## src/fvc_pkg.sv

```systemverilog
package fvc_pkg;
   localparam int VEC_FRAC_BITS_DEF = 5;
   localparam int CORDIC_STAGES_DEF = 16;
   localparam int ATAN_LEN = 24;
   localparam int CW = 40;
   localparam int SQ_STAGES = 32;

   typedef enum logic [0:0] {
      CSR_SHOW_MODE = 1'b0,
      CSR_GAIN      = 1'b1
   } csr_index_type;

   typedef struct packed {
      logic        mode;
      logic [15:0] gain;
   } cfg_type;

   function automatic logic [31:0] atan_turn(input int i);
      logic [31:0] t [ATAN_LEN] = '{
         32'd536870912, 32'd316933406, 32'd167458907, 32'd85004756, 32'd42667331,
         32'd21354465, 32'd10679838, 32'd5340245, 32'd2670163, 32'd1335087,
         32'd667544, 32'd333772, 32'd166886, 32'd83443, 32'd41722, 32'd20861,
         32'd10430, 32'd5215, 32'd2608, 32'd1304, 32'd652, 32'd326, 32'd163, 32'd81};
      return t[i];
   endfunction
endpackage

```

## src/fvc_cordic_cell.sv

```systemverilog
module fvc_cordic_cell #(
   parameter int STAGE = 0
) (
   input  logic                        clock,
   input  logic                        advance,
   input  logic signed [fvc_pkg::CW-1:0] x_in,
   input  logic signed [fvc_pkg::CW-1:0] y_in,
   input  logic [31:0]                 z_in,
   output logic signed [fvc_pkg::CW-1:0] x_ff,
   output logic signed [fvc_pkg::CW-1:0] y_ff,
   output logic [31:0]                 z_ff
);
   logic signed [fvc_pkg::CW-1:0] dx, dy;
   assign dx = y_in >>> STAGE;
   assign dy = x_in >>> STAGE;
   always_ff @(posedge clock) begin
      if (advance) begin
         if (!y_in[fvc_pkg::CW-1]) begin
            x_ff <= x_in + dx;
            y_ff <= y_in - dy;
            z_ff <= z_in + fvc_pkg::atan_turn(STAGE);
         end else begin
            x_ff <= x_in - dx;
            y_ff <= y_in + dy;
            z_ff <= z_in - fvc_pkg::atan_turn(STAGE);
         end
      end
   end
endmodule

```

## config.mk

```make
export PLATFORM = sky130hd
export DESIGN_NAME = fvc_cordic_cell
export DESIGN_NICKNAME = d
export VERILOG_FILES = /design/src/fvc_pkg.sv /design/src/fvc_cordic_cell.sv
export SDC_FILE = /design/constraint.sdc
export NUM_CORES = 1
export LEC_CHECK = 0
export BUFFER_PORTS_ARGS = -buffer_cell sky130_fd_sc_hd__buf_4
export CAP_MARGIN = 0
export CORE_MARGIN = 1
export CORE_UTILIZATION = 44
export CTS_CLUSTER_DIAMETER = 50
export DETAILED_ROUTE_END_ITERATION = 8
export PLACE_DENSITY_LB_ADDON = 0.2
export SLEW_MARGIN = 20
export SYNTH_ARGS = -nofsm -noshare
export SYNTH_HDL_FRONTEND = slang
export SYNTH_SLANG_ARGS = --single-unit
```

## constraint.sdc

```tcl
create_clock -name clock -period 8.1 [get_ports clock]
set_input_delay 0.405 -clock clock [delete_from_list [all_inputs] [get_ports clock]]
set_output_delay 0.405 -clock clock [all_outputs]
set_load 0.1 [all_outputs]
```

After elaboration in Yosys (flattened, before gate mapping)
Cells that the tools add are included.
{ "totals": {"ff_bits": 112, "latch_bits": 0, "ramBits": 0, "romBits": 0, "inputBits": 114, "output_inout_bits": 112, "word_cells": 11, "n_memories": 0} }
{ "op_classes": {"add_sub_neg": 5, "n_mul": 0, "div": 0, "magnitude_cmp": 0, "n_eq_ne": 0, "n_shift": 0, "mux": 3, "n_bitwise": 0, "n_reduce_logical": 0} }
{ "ops": {"columns": ["cell", "count"], "rows": [
  ["$mux 40", 2],
  ["$sub 40x40->40", 2],
  ["$add 40x40->40", 1],
  ["$add 32x30->32 const B", 1],
  ["$mux 32", 1],
  ["$sub 32x30->32 const B", 1]
]} }

Logic depth before layout (Yosys ltp)
{ "depth": {"depth_word": 2, "depth_mapped": 13, "mapped_depth_nobuf": 12} }

Least setup slack after synthesis
No wires, ideal clock.
{ "synth_timing": {"path_kind": "input to register", "from": "in x_in[9] in the netlist's numbering", "to": "reg y_ff[36] in the netlist's numbering (data pin)", "arrival_time_ps": 2960, "t_required_ps": 7841, "setup_slack_ps": 4881, "cell_stages": 13, "n_path_buf": 1, "path_cell_list": "inv_1 ha_1 buf_6 or3_4 or3_1 a211oi_2 a2111oi_2 or3b_4 a21oi_2 nor2_1 o41ai_2 a32oi_1 xnor2_1"} }
{ "synth_via": {"elab_chain_cells": 2} }
{ "synth_rtl": {"columns": ["item", "line", "text"], "rows": [
  ["start: declaration", "fvc_cordic_cell.sv:6", "input logic signed [fvc_pkg::CW-1:0] x_in,"],
  ["$sub 40x40->40 or $add 40x40->40 (tied branches)", "fvc_cordic_cell.sv:20, fvc_cordic_cell.sv:24", null],
  ["$mux 40 *", "fvc_cordic_cell.sv:18", "if (!y_in[fvc_pkg::CW-1]) begin"],
  ["end signal: assignment", "fvc_cordic_cell.sv:20", "y_ff <= y_in - dy;"],
  ["end signal: assignment", "fvc_cordic_cell.sv:24", "y_ff <= y_in + dy;"],
  ["end: declaration", "fvc_cordic_cell.sv:10", "output logic signed [fvc_pkg::CW-1:0] y_ff,"]
]} }
Mark *: on every way between the ends. The rest lies on a longest branch, timed or not.
A chain may end at the register's enable or synchronous reset.

Final worst setup path
{ "layout_timing": {"from": "in x_in[0] in the netlist's numbering", "to": "reg y_ff[36] in the netlist's numbering (data pin)"} }
Same word-level chain as after synthesis.

==> metrics.md <==
| Metric | Value |
|---|---|
| Status | `finished clean` |
| Register area share after synthesis | `31.15%` |
| Final Hold Viols | `0` |
| Drc violations | `0` |
| CP bufs+invs | `1` |
| Nets | `1682` |
| Post-Synth Adder-Cell Area | `15.72%` |
| Ports | `226` |
| RSZ-0062 raised after global routing | `false` |
| Initial Util | `45.18%` |
| Worst-path cell chain | `buf_4 > ha_1 > fa_1 > nor2b_1 > o21ai_1 > a211oi_2 > a2111oi_2 > or3b_4 > a21oi_2 > nor2_1 > o41ai_2 > a32oi_1 > xnor2_1` |
| Row cnt | `56` |
| Setup Total Neg Slack | `0 ps` |
| Clk slew on worst S/H paths | `80 ps` |
| FMAX | `0.2721 GHz` |
| WL per Instance | `19.55 µm` |
| CP Data Required Time | `8200 ps` |
| Fill cells | `2258` |
| Syn. warnings | `0` |
| Worst slew pin tran | `981.3 ps` |
| Post-synth EDFFs | `111` |
| Final slew viol count | `0` |
| Register area | `0.003333 mm²` |
| Minimum clock period | `3675 ps` |
| Final period utilization | `45.38%` |
| Hold slack | `212.6 ps` |
| Syn_nets | `1500` |
| Die area | `0.02494 mm²` |
| Critical Path End Type | `flop` |
| Syn Area/Cell | `8.532 µm²` |
| H-tree depth | `3` |
| First-pass GRT wire length | `52.49 mm` |
| CP max stage cell | `a2111oi_2` |
| Clock sink total | `111` |
| Crit path setup slack, layout | `4425 ps` |
| Worst setup SP type | `input pin` |
| Die Wd | `157.9 µm` |
| Max-Cap Viols | `0` |
| Synthesized flop and latch total | `111` |
| Clock root buffer | `clkbuf_16` |
| Xor and xnor area share after synthesis | `6.303%` |
| CP Data Arrival Time | `3770 ps` |
| Post-CTS sizing | `0` |
| Clock share of power | `17.6%` |
| Area grow syn2layout | `20.27%` |
| Switching share of power | `50.31%` |
| N_diodes | `0` |
| Comb power frac | `53.3%` |
| Placer Congestion | `0.9445` |
| Mapped Cells | `1254` |
| Total grt overflow | `0` |
| CP peak stage delay | `760 ps` |
| Vias in the first global route | `9496` |
| ANT nets after route | `0` |
| Slew headroom | `34.58%` |
| Final count of negative-setup-slack endpoints | `0` |
| Lkg Pwr | `0.005659 µW` |
| Post-CTS Setup Bufs | `0` |
| I/O Buffers | `225` |
| Drt via density | `5.785` |
| Pre-antenna DRT Iters | `5` |
| Final wirelength | `34.40 mm` |
| Post-synthesis mux area share | `2.082%` |
| CP top delay family | `compound AO/OA/AOI/OAI gates` |
| Initial DRC Count | `1018` |
| Util after Layout | `54.33%` |
| TritonCTS clock tree | `built` |
| Power Dens Cells | `205.7 mW/mm²` |
| Vias | `10181` |
| Hold Path Class | `in2reg` |
| Worst VDD drop | `0.1122 mV` |
| Pre-CTS setup slack | `4082 ps` |
| Reported net switching power | `1332 µW` |
| Main combinational cell family by area after synthesis | `compound AO/OA/AOI/OAI gates` |
| Fraction of registers with async set/reset | `0%` |
| Post-DP HPWL | `27.12 mm` |
| Clock tree buffer depth | `2` |
| Simple-Gate Fraction of Synth Area | `12.78%` |
| Synth cell types | `69` |
| Mapped cell area | `0.01070 mm²` |
| CTS buffer count | `9` |
| Share of layout cells above drive strength 1 | `18.32%` |
| Kind of critical path | `in2reg` |
| Worst-path fanout max | `4` |
| Hold buffer count at cts | `0` |
| Die H | `157.9 µm` |
| P_int | `1315 µW` |
| Area of the multi-input gates | `0.006659 mm²` |
| Tot GR Track Use | `27.32%` |
| Largest net degree at the start of global routing | `88` |
| Compound-gate portion of the synthesized area | `25.35%` |
| Initial antenna violation count | `0` |
| Core Box Area | `0.02368 mm²` |
| Seq pwr share | `29.1%` |
| Ys flop type | `edfxtp_1` |
[Yosys cell counts, types with 5 or more instances]
cell | number | area (µm²)
a211oi_1 | 15 | 112.6
a21o_1 | 28 | 210.2
a21oi_1 | 165 | 825.8
a311oi_1 | 6 | 52.55
a31oi_1 | 6 | 37.54
and2_1 | 5 | 31.28
buf_1 | 13 | 48.80
clkbuf_1 | 37 | 138.9
edfxtp_1 | 111 | 3333
ha_1 | 128 | 1602
inv_1 | 121 | 454.2
mux2i_1 | 20 | 200.2
nand2_1 | 72 | 270.3
nand2b_1 | 7 | 43.79
nand3_1 | 16 | 80.08
nand4_1 | 22 | 137.6
nor2_1 | 91 | 341.6
nor2b_1 | 16 | 100.1
nor3_1 | 36 | 180.2
o211ai_1 | 13 | 97.59
o21a_1 | 10 | 75.07
o21ai_0 | 89 | 445.4
o21ai_1 | 14 | 70.07
o21bai_1 | 30 | 225.2
o31ai_1 | 16 | 120.1
or3_1 | 5 | 31.28
xnor2_1 | 72 | 630.6
xor2_1 | 5 | 43.79
[layer usage]
metal / track usage [%] / up-vias / routed length (µm)
met5: 0 / - / 0
met4: 8.059 / 0 / 687
met3: 3.258 / 41 / 2480
met2: 42.98 / 421 / 15230
met1: 39.08 / 4865 / 16000
li1: - / 4854 / -
[sequential cells by signal, indices dropped and copies added, names as in the netlist]
register  count
y_ff         39
z_ff         32
x_ff         40
[path summary, 6_finish.rpt]
check  endpoint     from  cells past startpoint
max    y_ff[36]  x_in[0]                     13
min     z_ff[0]  z_in[0]                      1
[cells by family after synthesis]
family                     Yosys count
adders and majority gates          132
buffers and inverters              184
xor gates and xnor gates            77
muxes                               22
AOI/OAI and AO/OA                  438
and+or+nand+nor                    290
DFF                                111
[cell type report]
type                            instances  share of cell area [%]
Multi-Input combinational cell        959                   51.75
Sequential cell                       111                   25.90
Timing Repair Buffer                  227                   13.24
Inverter                              128                   3.734
Tap cell                              319                   3.102
Clock buffer                           10                   1.779
Clock inverter                          6                  0.4862
[metrics by stage]
step	total power, µW	cell area, µm²	cells
global route	2748	12870	1760
CTS	2652	12870	1760
finish	2647	12870	1760
detailed placement	2182	12580	1744
global placement	2180	12580	1744
floorplan	1833	10700	1254
[power by group through the flow]
stage	Sequential [µW]	Combinational (µW)	Clock (µW)
final	770	1410	466
after global routing	780	1480	486
after CTS	772	1400	477
after detailed placement	784	1400	0
after global placement	783	1400	0
after floorplan	1380	448	0
[cells in the final DEF (no fill, tap or decap), drive strengths merged, types with 4 or more instances in the layout]
master	netlist	routed
nand4	22	22
clkinv	4	6
nand2b	7	7
fa	4	4
nand2	72	72
xnor2	72	72
a311oi	6	6
o21ai	103	103
buf	19	227
o211ai	13	13
a21o	28	28
xor2	5	5
clkbuf	37	10
ha	128	128
nor3	36	36
and2	5	5
a21oi	166	166
edfxtp	111	111
nor2	91	91
nor2b	16	16
a31oi	6	6
o21a	10	10
mux2i	20	20
or3	6	6
o31ai	16	16
nand3	16	16
nor4	4	4
inv	124	128
a211oi	16	16
a221o	4	4
o21bai	30	30
Power figures use the tool's default switching activity.
