## config.mk

```make
export PLATFORM = sky130hd
export DESIGN_NAME = fvc_sqrt_cell
export DESIGN_NICKNAME = d
export VERILOG_FILES = /design/src/fvc_sqrt_cell.sv
export SDC_FILE = /design/constraint.sdc
export NUM_CORES = 1
export LEC_CHECK = 0
export BUFFER_PORTS_ARGS = -buffer_cell sky130_fd_sc_hd__buf_2
export CORE_ASPECT_RATIO = 1.75
export CORE_MARGIN = 3
export CORE_UTILIZATION = 41
export CTS_CLUSTER_DIAMETER = 80
export DETAILED_ROUTE_END_ITERATION = 12
export PLACE_DENSITY = 0.78
export SYNTH_ARGS = -nofsm -noshare
export SYNTH_HDL_FRONTEND = slang
export SYNTH_SLANG_ARGS = --single-unit
```

## constraint.sdc

```tcl
create_clock -name clock -period 3.35 [get_ports clock]
set_clock_uncertainty 0.05 [all_clocks]
set_input_delay 0.5025 -clock clock [delete_from_list [all_inputs] [get_ports clock]]
set_output_delay 0.5025 -clock clock [all_outputs]
set_load 0.01 [all_outputs]
```

## src/fvc_sqrt_cell.sv

```systemverilog
module fvc_sqrt_cell #(
   parameter int STAGE = 0
) (
   input  logic        clock,
   input  logic        advance,
   input  logic [63:0] n_in,
   input  logic [63:0] r_in,
   output logic [63:0] n_ff,
   output logic [63:0] r_ff
);
   localparam int SH = 62 - 2 * STAGE;
   logic [63:0] b, rb;
   assign b  = 64'd1 << SH;
   assign rb = r_in + b;
   always_ff @(posedge clock) begin
      if (advance) begin
         if (n_in >= rb) begin
            n_ff <= n_in - rb;
            r_ff <= (r_in >> 1) + b;
         end else begin
            n_ff <= n_in;
            r_ff <= r_in >> 1;
         end
      end
   end
endmodule

```

; Yosys cells after proc, flatten, opt, wreduce, memory -nomap -nowiden
; Cells that the tools add are included.
[op_classes]
n_addsub = 3
multipliers = 0
div = 0
magnitude_cmp = 1
n_eq_ne = 0
n_shift = 0
muxes = 2
bitwise_logic = 0
reduce_logical = 0
[op_table]
columns = operator, count
row1 = $add A63 B63 Y64 const B, 1
row2 = $add A64 B63 Y64 const B, 1
row3 = $ge A64 B64 Y1, 1
row4 = $mux W64, 1
row5 = $sub A64 B64 Y64, 1
row6 = $mux W63, 1
[totals]
reg_bits = 128
latchBits = 0
ramBits = 0
romBits = 0
in_bits = 130
memories = 0

; Logic depth before layout (Yosys ltp)
; Gate-level depths: netlist of run 1.
[depth]
depth_word = 3
ltp_mapped = 14
mapped_depth_nobuf = 13

; Least setup slack after synthesis of run 1
; No wires, ideal clock.
[synth_timing]
kind = input to register
start = input r_in[16]
end = register n_ff[60] (data pin)
setup_time_ns = 0.257
arrival_time_ns = 3.105
required_ns = 3.043
slack_ns = -0.062
stages = 12
n_path_buf = 0
cell_sequence = inv_1 ha_1 and2_1 nand3_1 or3_1 a41o_1 nor3_2 o21ai_1 o41ai_4 or4b_1 a21oi_1 nor3_1
[synth_between]
elab_chain_cells = 3
elab_cells_between_ends = 4
cone_classes = 2 x add/sub / 1 x order compare / 1 x mux
[synth_rtl]
columns = item, line_no
row1 = from (decl), 7  ; input logic [63:0] r_in,
row2 = $add A64 B63 Y64 (*), 14  ; assign rb = r_in + b;
row3 = $sub A64 B64 Y64 / $ge A64 B64 Y1 (equally long branches), "18, 17"
row4 = $mux W64 (*), 17  ; if (n_in >= rb) begin
row5 = to (signal assigned), 18  ; n_ff <= n_in - rb;
row6 = to (signal assigned), 21  ; n_ff <= n_in;
row7 = to (decl), 8  ; output logic [63:0] n_ff,
; Every way passes the cells marked *; elsewhere a longest branch is shown, timed or not.
; A chain may end at the register's enable or synchronous reset.

; Final worst setup path of run 1
[layout_timing]
start = input r_in[15]
end = register n_ff[60] (data pin)
; Same word-level chain as after synthesis.

==> results list, run 1 <==
- WL final: about 27000 um
- Averaged over all synthesized cells, the footprint is 9.728 um^2.
* Proportion of synthesized flip-flops having asynchronous set or reset: 0%
- The run finished with clean final reports.
- For the worst setup path, the data required time is 3.48 ns.
* Most common cell after layout, fill and taps aside: buf_2
* Site Rows: 69
* Comb power frac: around a third
- STA classifies the critical path startpoint as an input pin.
- Number of antenna violations at the first check in global routing: 4
- The tool flagged a number of max-cap violations equal to 0.
- Top flip-flop cell by instance count after synthesis: edfxtp_1
* Number of non-filler instances in the completed layout: between 1500 and 2000
- The tree is rooted in a clkbuf_16.
* Max-slew violation count: 0
- Final Setup Violations: 0
- TritonCTS built the clock tree.
* Arrival time worst endpoint: 3.36 ns
- The sequential cells in the finished layout cover a total of 0.003844 mm^2.
* Ratio of final minimum period to clock period: 96.49%
* 1st-iter DRT viols: 424
- EDFF count, synth: 128
- Clock sink total: 128
- After clock tree synthesis, the clock-pin slew on the worst setup and hold paths is 0.06 ns.
- On the critical path, the stage with the largest delay is an instance of or4b_4.
- In this run the most used layer during global routing was met2.
- Total power: 5.712 mW
- In this run the tool buffered the top-level ports with around 260 buffer cells.
- In the layout the commonest cells are 252 x buf_2, 184 x buf_4, 128 x edfxtp_1, 107 x a21oi_1, 82 x nor2_1.
* Detailed-placement wirelength estimate: about 21000 um
* Via count: 8501
* Clk pwr share: roughly a third
- In the routed layout, each cell is associated on average with a via count of 5.397.
* Areal power density over the cells: approximately 460 mW/mm^2
- Synthesis produced a netlist with a net count of about 1100.
* Gate count after technology mapping: 885
- Switching part of the total power: 30.79%
- Remaining DRCs: 0
* Layout cell share with drive strength beyond 1: 40.00%
* Pin count of the biggest net entering global routing: 75
- Met1 Use GR: 22.32%
- Once layout is complete, the utilization of the core stands at 60.50%.
- Derived from the worst setup path, the maximum achievable clock frequency is 309.4 MHz.
* Proportion of synthesized chip area in sequential cells: 44.64%
- Grouping stages by cell kind, the critical path spends the most delay in simple AND/OR/NAND/NOR gates.
- In the final timing run, aggregate negative setup slack is 0 ns.
- Number of H-tree levels: 4
- Met2 capacity usage during global routing: roughly 44%
* Switching pwr: between 1.5 and 2 mW
- Global routing consumed, on the met3 layer, 3.884% of the routing resources.
- Counting the fill cells in the layout gives roughly 1700.
- Wire length of the first global-routing pass: 41320 um
* Slew Limit Headroom: 49.77%
- Final critical-path required period: 3.232 ns
- The cell area that synthesis handed to floorplanning was 0.008610 mm^2.
- Worst min-delay path class: input pin to register
- Sequential share of power: 35.9%
- Category of the critical setup timing path: input pin to register
* Vert. Die Dim: 197.7 um
- Yosys warns: 0
- Die outline area: 0.02284 mm^2
* Global router's overall resource usage: a little under a quarter
- On the worst path, the slowest cell contributes a delay of ~0.45 ns.
- Maximum resistive drop on vdd: 0.2051 mV
- Endpoint class of the critical path: register
* Average wire per standard cell: approximately 17 um
* Number of buffers inserted for hold repair after clock tree synthesis: 0
- At the pin with the least slew margin, the transition time is 0.7534 ns.
* Peak fanout along the critical path: 4
- Final count of hold timing violations: 0
- The detail route stage leaves a number of antenna-violating nets equal to 0.
* Cell count after placement: 1532
* Initial standard-cell utilization of the core: around 42%
- In this run the worst setup path begins at r_in[15].
- Worst min-delay path startpoint: r_in[5]
- 258 I/O pins were placed.
- The core region is slightly above 0.02 mm^2.
- Routability congestion estimate: 0.9168
- Remaining global-route overflow: 0
- The number of global-route vias before repair was 8943.
- Number of register bits inferred by synthesis: 128
- Die width: 115.5 um
- Cell internal power was estimated by the tool at between 3 and 4 mW.
- In the final layout, the multi-input gates occupy 0.004593 mm^2.
* Buffering stage count on the worst path with inverters included: 3
* Yosys cell types: 58
- Count of nets after finishing: approximately 1500
* Drt pass-1 iters: 5
- Layout area overhead: 43.77%
* Inserted Clock Buffers: 17
* Cell chain of the critical path: buf_2 > inv_2 > ha_4 > and2_4 > nand3_4 > or3_4 > a41o_1 > nor3_4 > o21ai_2 > o41ai_4 > buf_4 > or4b_4 > a21oi_2 > nor3_1
* Maximum clock insertion buffer count: 2
- The analysis attributes to cell leakage a power of about 6 nW.
kinds of logic after synthesis:
family | Yosys count | share of synthesized area (%)
AOI/OAI and AO/OA | 272 | 19.81
xor gates and xnor gates | 56 | 5.697
adders and majority gates | 65 | 9.534
buffers and inverters | 115 | 5.188
DFF | 128 | 44.64
muxes | 15 | 1.947
and+or+nand+nor | 234 | 13.18
what timing repair did:
action / 4_1_cts / 5_1_grt
setup buffers: 0 / 10
gates resized for setup: 0 / 55
endpoints found under the setup margin: 0 / 64
final cells by class:
type | instances | area share [%]
multi-input combinational | 642 | 37.11
sequential | 128 | 31.05
timing repair buffer | 445 | 22.31
clock buffer | 18 | 3.467
tap | 248 | 2.507
inverter | 78 | 2.365
clock inverter | 14 | 1.152
antenna | 2 | 0.04043
power by group through the flow:
stage	Sequential [mW]	Combinational [mW]	Clock, mW
2_1_floorplan	2.19	0.822	0
3_5_place_dp	2.08	1.74	0
6_report	2.05	1.83	1.83
4_1_cts	2.05	1.75	1.86
5_1_grt	2.07	2.00	1.91
3_3_place_gp	2.08	1.71	0
flip-flops by register name, summed over array words and instances, names as in the netlist:
register	cells
n_ff	64
r_ff	64
per-stage QoR:
stage | hold slack (ns) | instance area [um^2] | setup slack (ns)
3_3_place_gp | 0.6441 | 11430 | -0.4102
4_1_cts | 0.1839 | 12000 | 0.03768
6_report | 0.1963 | 12380 | 0.1175
3_5_place_dp | 0.6449 | 11430 | -0.4175
2_1_floorplan | 0.5514 | 8610 | 0.01474
5_1_grt | 0.1832 | 12380 | -0.05863
worst paths after layout:
check	depth (start not counted)	endpoint	slack (ns)
worst max-delay path	14	n_ff[60]$_DFFE_PP_	0.12
worst min-delay path	1	r_ff[4]$_DFFE_PP_	0.20
synth_stat cells, types with 5 or more instances:
cell type,instances,area (um^2)
nor2_1,82,307.8
o21ai_0,40,200.2
a21o_1,49,367.9
nand2_1,52,195.2
mux2_2,10,112.6
a21oi_1,111,555.5
clkbuf_1,25,93.84
a21boi_0,5,37.54
nand3_1,14,70.07
edfxtp_1,128,3844
buf_2,11,55.05
and3_1,13,81.33
o21bai_1,11,82.58
inv_1,78,292.8
a41oi_1,5,43.79
ha_1,64,800.8
nor2b_1,10,62.56
a31oi_1,7,43.79
nor3_1,11,55.05
xor2_1,20,175.2
nand4_1,18,112.6
o21a_1,7,52.55
and2_1,10,62.56
o31a_1,5,43.79
o211ai_1,7,52.55
xnor2_1,36,315.3
metal layers:
layer / part of all wire (%) / vias up
li1: - / 4105
met1: 34 / 3976
met2: 56 / 305
met3: 4.4 / 111
met4: 5.8 / 4
met5: 0.084 / -
Power figures use the tool's default switching activity.
==> run 2, diff against run 1 <==
--- a/config.mk
+++ b/config.mk
@@ -9,9 +9,10 @@
 export CORE_ASPECT_RATIO = 1.75
 export CORE_MARGIN = 3
 export CORE_UTILIZATION = 41
+export CTS_BUF_LIST = sky130_fd_sc_hd__clkbuf_8
 export CTS_CLUSTER_DIAMETER = 80
 export DETAILED_ROUTE_END_ITERATION = 12
-export PLACE_DENSITY = 0.78
+export PLACE_DENSITY = 0.76
 export SYNTH_ARGS = -nofsm -noshare
 export SYNTH_HDL_FRONTEND = slang
 export SYNTH_SLANG_ARGS = --single-unit
==> constraint.sdc (replaced) <==
create_clock -name clock -period 3.75 [get_ports clock]
set_clock_uncertainty 0.05 [all_clocks]
set_input_delay 0.5625 -clock clock [delete_from_list [all_inputs] [get_ports clock]]
set_output_delay 0.5625 -clock clock [all_outputs]
set_load 0.01 [all_outputs]
==> run 2 against run 1 <==
  * Wire length decreased by 8.0%
  * Worst hold slack better by 0.024 ns
  * Largest power group unchanged
  * Global-route usage fell by 1.4 points
  * Final area fell by 11%
  * Critical path depth is 1 higher
  * Total power fell by 19%
  * Via count down 7.0%
  * Cell count down 7.4%
  * Sequential power is 11% lower
  * Largest cell class unchanged
==> results list, run 2 (synthesized netlist as in run 1, its figures left out) <==
* Status: completed (unchanged)
* Average wire per standard cell: 17.20 um (was 17.31 um)
- Worst min-delay path class: input pin to register (unchanged)
* Met2 capacity usage during global routing: 41.99% (was 44.01%)
- The via count came to 7908 (was 8501).
- Setup repair after global routing left no endpoint under its margin.
- The worst path in the final design needs a cycle of 3.467 ns, including I/O delays and setup.
- The number of gates resized after CTS came to 0 (unchanged).
- The arrival time at the worst endpoint was 3.62 ns (was 3.36 ns).
- The end-of-flow core utilization is 54.13% (was 60.50%).
* Number of setup buffers added after CTS: 0 (unchanged)
- The first-pass iteration count of the detailed router came to 5 (unchanged).
- The register area was 0.003844 mm^2 (unchanged).
- The deepest clock path buffer count was 2 (unchanged).
* Wire length of the first global-routing pass: 38860 um (was 41320 um)
* Delay contributed by the slowest stage of the critical path: 0.42 ns (was 0.45 ns)
* Areal power density over the cells: 418.3 mW/mm^2 (was 461.4 mW/mm^2)
* Endpoint class of the critical path: register (unchanged)
* Data required, critical path: 3.91 ns (was 3.48 ns)
- 1st-iter DRT viols: 392 (was 424)
- The measured slew at the worst slew-check pin was 0.6875 ns (was 0.7534 ns).
- The most frequent standard cell in the layout excluding fill and tap cells is buf_2 (unchanged).
- The kind of critical path is input pin to register (unchanged).
- Fmax: a little under 300 MHz
- The summed area of non-filler cells in the final layout came to 0.01108 mm^2 (was 0.01238 mm^2).
- Dividing the final minimum period by the clock period gives 92.45%.
* Remaining global-route overflow: 0 (unchanged)
- Standby leakage power: 5.223 nW (was 5.850 nW)
* Die outline area: 0.02284 mm^2 (unchanged)
* TritonCTS clock tree: done (unchanged)
- The most numerous cell type found on the critical path is buf_4.
* WL final: 25080 um (was 27270 um)
- Peak fanout along the critical path: 27 (was 4)
- Pin count of the biggest net entering global routing: 66 (was 75)
- The global router's overall resource usage was 21.80% (was 23.16%).
* Total power: 4.633 mW (was 5.712 mW)
- Inserted Clock Buffers: 17 (unchanged)
* Number of max-cap violations: 0 (unchanged)
- The residual DRC count is 0 (unchanged).
* Global-route track usage on met3: 3.517% (was 3.884%)
- Filler cell count in the final layout: 1818 (was 1661)
- The total cell area at the placement stage is 0.01062 mm^2 (was 0.01143 mm^2).
* Number of buffers inserted for hold repair after clock tree synthesis: 0 (unchanged)
- Register clock-pin slew on the reported worst setup and hold paths: 0.09 ns (was 0.06 ns)
- The number of antenna violations at the first check in global routing is 2 (was 4).
- The total count of hold-check failures in the final report came to 0 (unchanged).
- Site Rows: 69 (unchanged)
- The die extent in x is 115.5 um (unchanged).
- The area taken by multi-input logic gates is 0.004319 mm^2 (was 0.004593 mm^2).
- Met1 Use GR: 21.12% (was 22.32%)
- Cell chain of the critical path: buf_2 > inv_1 > ha_1 > fa_1 > nand2b_1 > a21oi_1 > o41ai_1 > nor4bb_1 > buf_4 > nor3_2 > o21ai_1 > o41ai_4 > buf_4 > buf_4 > a21oi_1 (was buf_2 > inv_2 > ha_4 > and2_4 > nand3_4 > or3_4 > a41o_1 > nor3_4 > o21ai_2 > o41ai_4 > buf_4 > or4b_4 > a21oi_2 > nor3_1)
- The root buffer selected by CTS is clkbuf_8 (was clkbuf_16).
- Number of H-tree levels: 4 (unchanged)
- Final Setup Violations: 0 (unchanged)
* Count of nets after finishing: 1392 (was 1507)
- The growth of design area from synthesis to finish was 28.64% (was 43.77%).
- Max-slew violation count: 0 (unchanged)
* Diodes inserted: 0 (was 2)
* Vias in the first global route: 8338 (was 8943)
- Commonest cells after routing, fill and taps aside: 256 x buf_2, 128 x edfxtp_1, 111 x a21oi_1, 82 x nor2_1, 79 x inv_1 (was 252 x buf_2, 184 x buf_4, 128 x edfxtp_1, 107 x a21oi_1, 82 x nor2_1).
* Quantity of I/O buffers inserted on ports: 257 (unchanged)
- Antenna Violating Nets Remaining: 0 (unchanged)
* Area of the core region: 0.02046 mm^2 (unchanged)
* Maximum resistive drop on vdd: 0.2311 mV (was 0.2051 mV)
- The final RePlAce weighted congestion is 0.8931 (was 0.9168).
- The half-perimeter wire length of the detailed placement result is 20150 um (was 21490 um).
- Initial standard-cell utilization of the core: 42.08% (unchanged)
- Regs by FF count: n_ff (64), r_ff (64) (unchanged).
- Slew Limit Headroom: 53.68% (was 49.77%)
* Worst setup SP type: input pin (unchanged)
* Num ports: 258 (unchanged)
- Slowest stage cell on the critical path: fa_1 (was or4b_4)
* Clock sink total: 128 (unchanged)
- The share of post-route cells with drive strength above 1 came to 31.32% (was 40.00%).
- Vias per std cell: 5.424 (was 5.397)
* Vert. Die Dim: 197.7 um (unchanged)
* Gr busiest metal: met2 (unchanged)
## run 2: cell count changes in the layout (fill, tap and decap cells not counted), sizes merged
cell,change
clkbuf,-1
buf,-115
bufinv,+3
diode,-2
clkinvlp,-2
## run 2: critical path: cells and delay by family
| kind | cells | cell delay, ns |
|---|---|---|
| fa+ha+maj | 2 | 0.64 |
| compound gates | 5 | 1.00 |
| buf+inv | 5 | 0.87 |
| simple gates | 3 | 0.54 |
## run 2: worst paths after layout
path | from | end | slack, ns | depth (start not counted)
min | r_in[15] | r_ff[14]$_DFFE_PP_ | 0.22 | 1
max | n_in[0] | n_ff[35]$_DFFE_PP_ | 0.28 | 15
## run 2: per-stage QoR
stage / TNS, ns / setup slack (ns) / std cells / hold WS (ns)
after floorplan: 0 / 0.2776 / 885 / 0.6114
after global placement: -2.994 / -0.1101 / 1426 / 0.7038
after detailed placement: -9.301 / -0.2296 / 1426 / 0.7049
after CTS: 0 / 0.2637 / 1458 / 0.1888
after global routing: 0 / 0.01316 / 1458 / 0.1939
final: 0 / 0.2833 / 1458 / 0.2203
## run 2: cell type report
type                            instances  share of cell area [%]
Inverter                               78                   2.643
Timing Repair Buffer                  330                   16.76
Tap cell                              248                   2.802
Clock inverter                         15                   1.977
Sequential cell                       128                   34.70
Clock buffer                           17                   2.113
Multi-Input combinational cell        642                   39.00
## run 2: routing by layer
metal / share of wire, % / vias up
met5: 0.11 / -
met4: 4.7 / 4
met3: 4.5 / 79
met2: 56 / 273
met1: 35 / 3704
li1: - / 3848
## run 2: where the power goes
group          switching (mW)  internal, mW
Sequential             0.0407          1.78
Clock                   0.598         0.788
Combinational           0.801         0.622
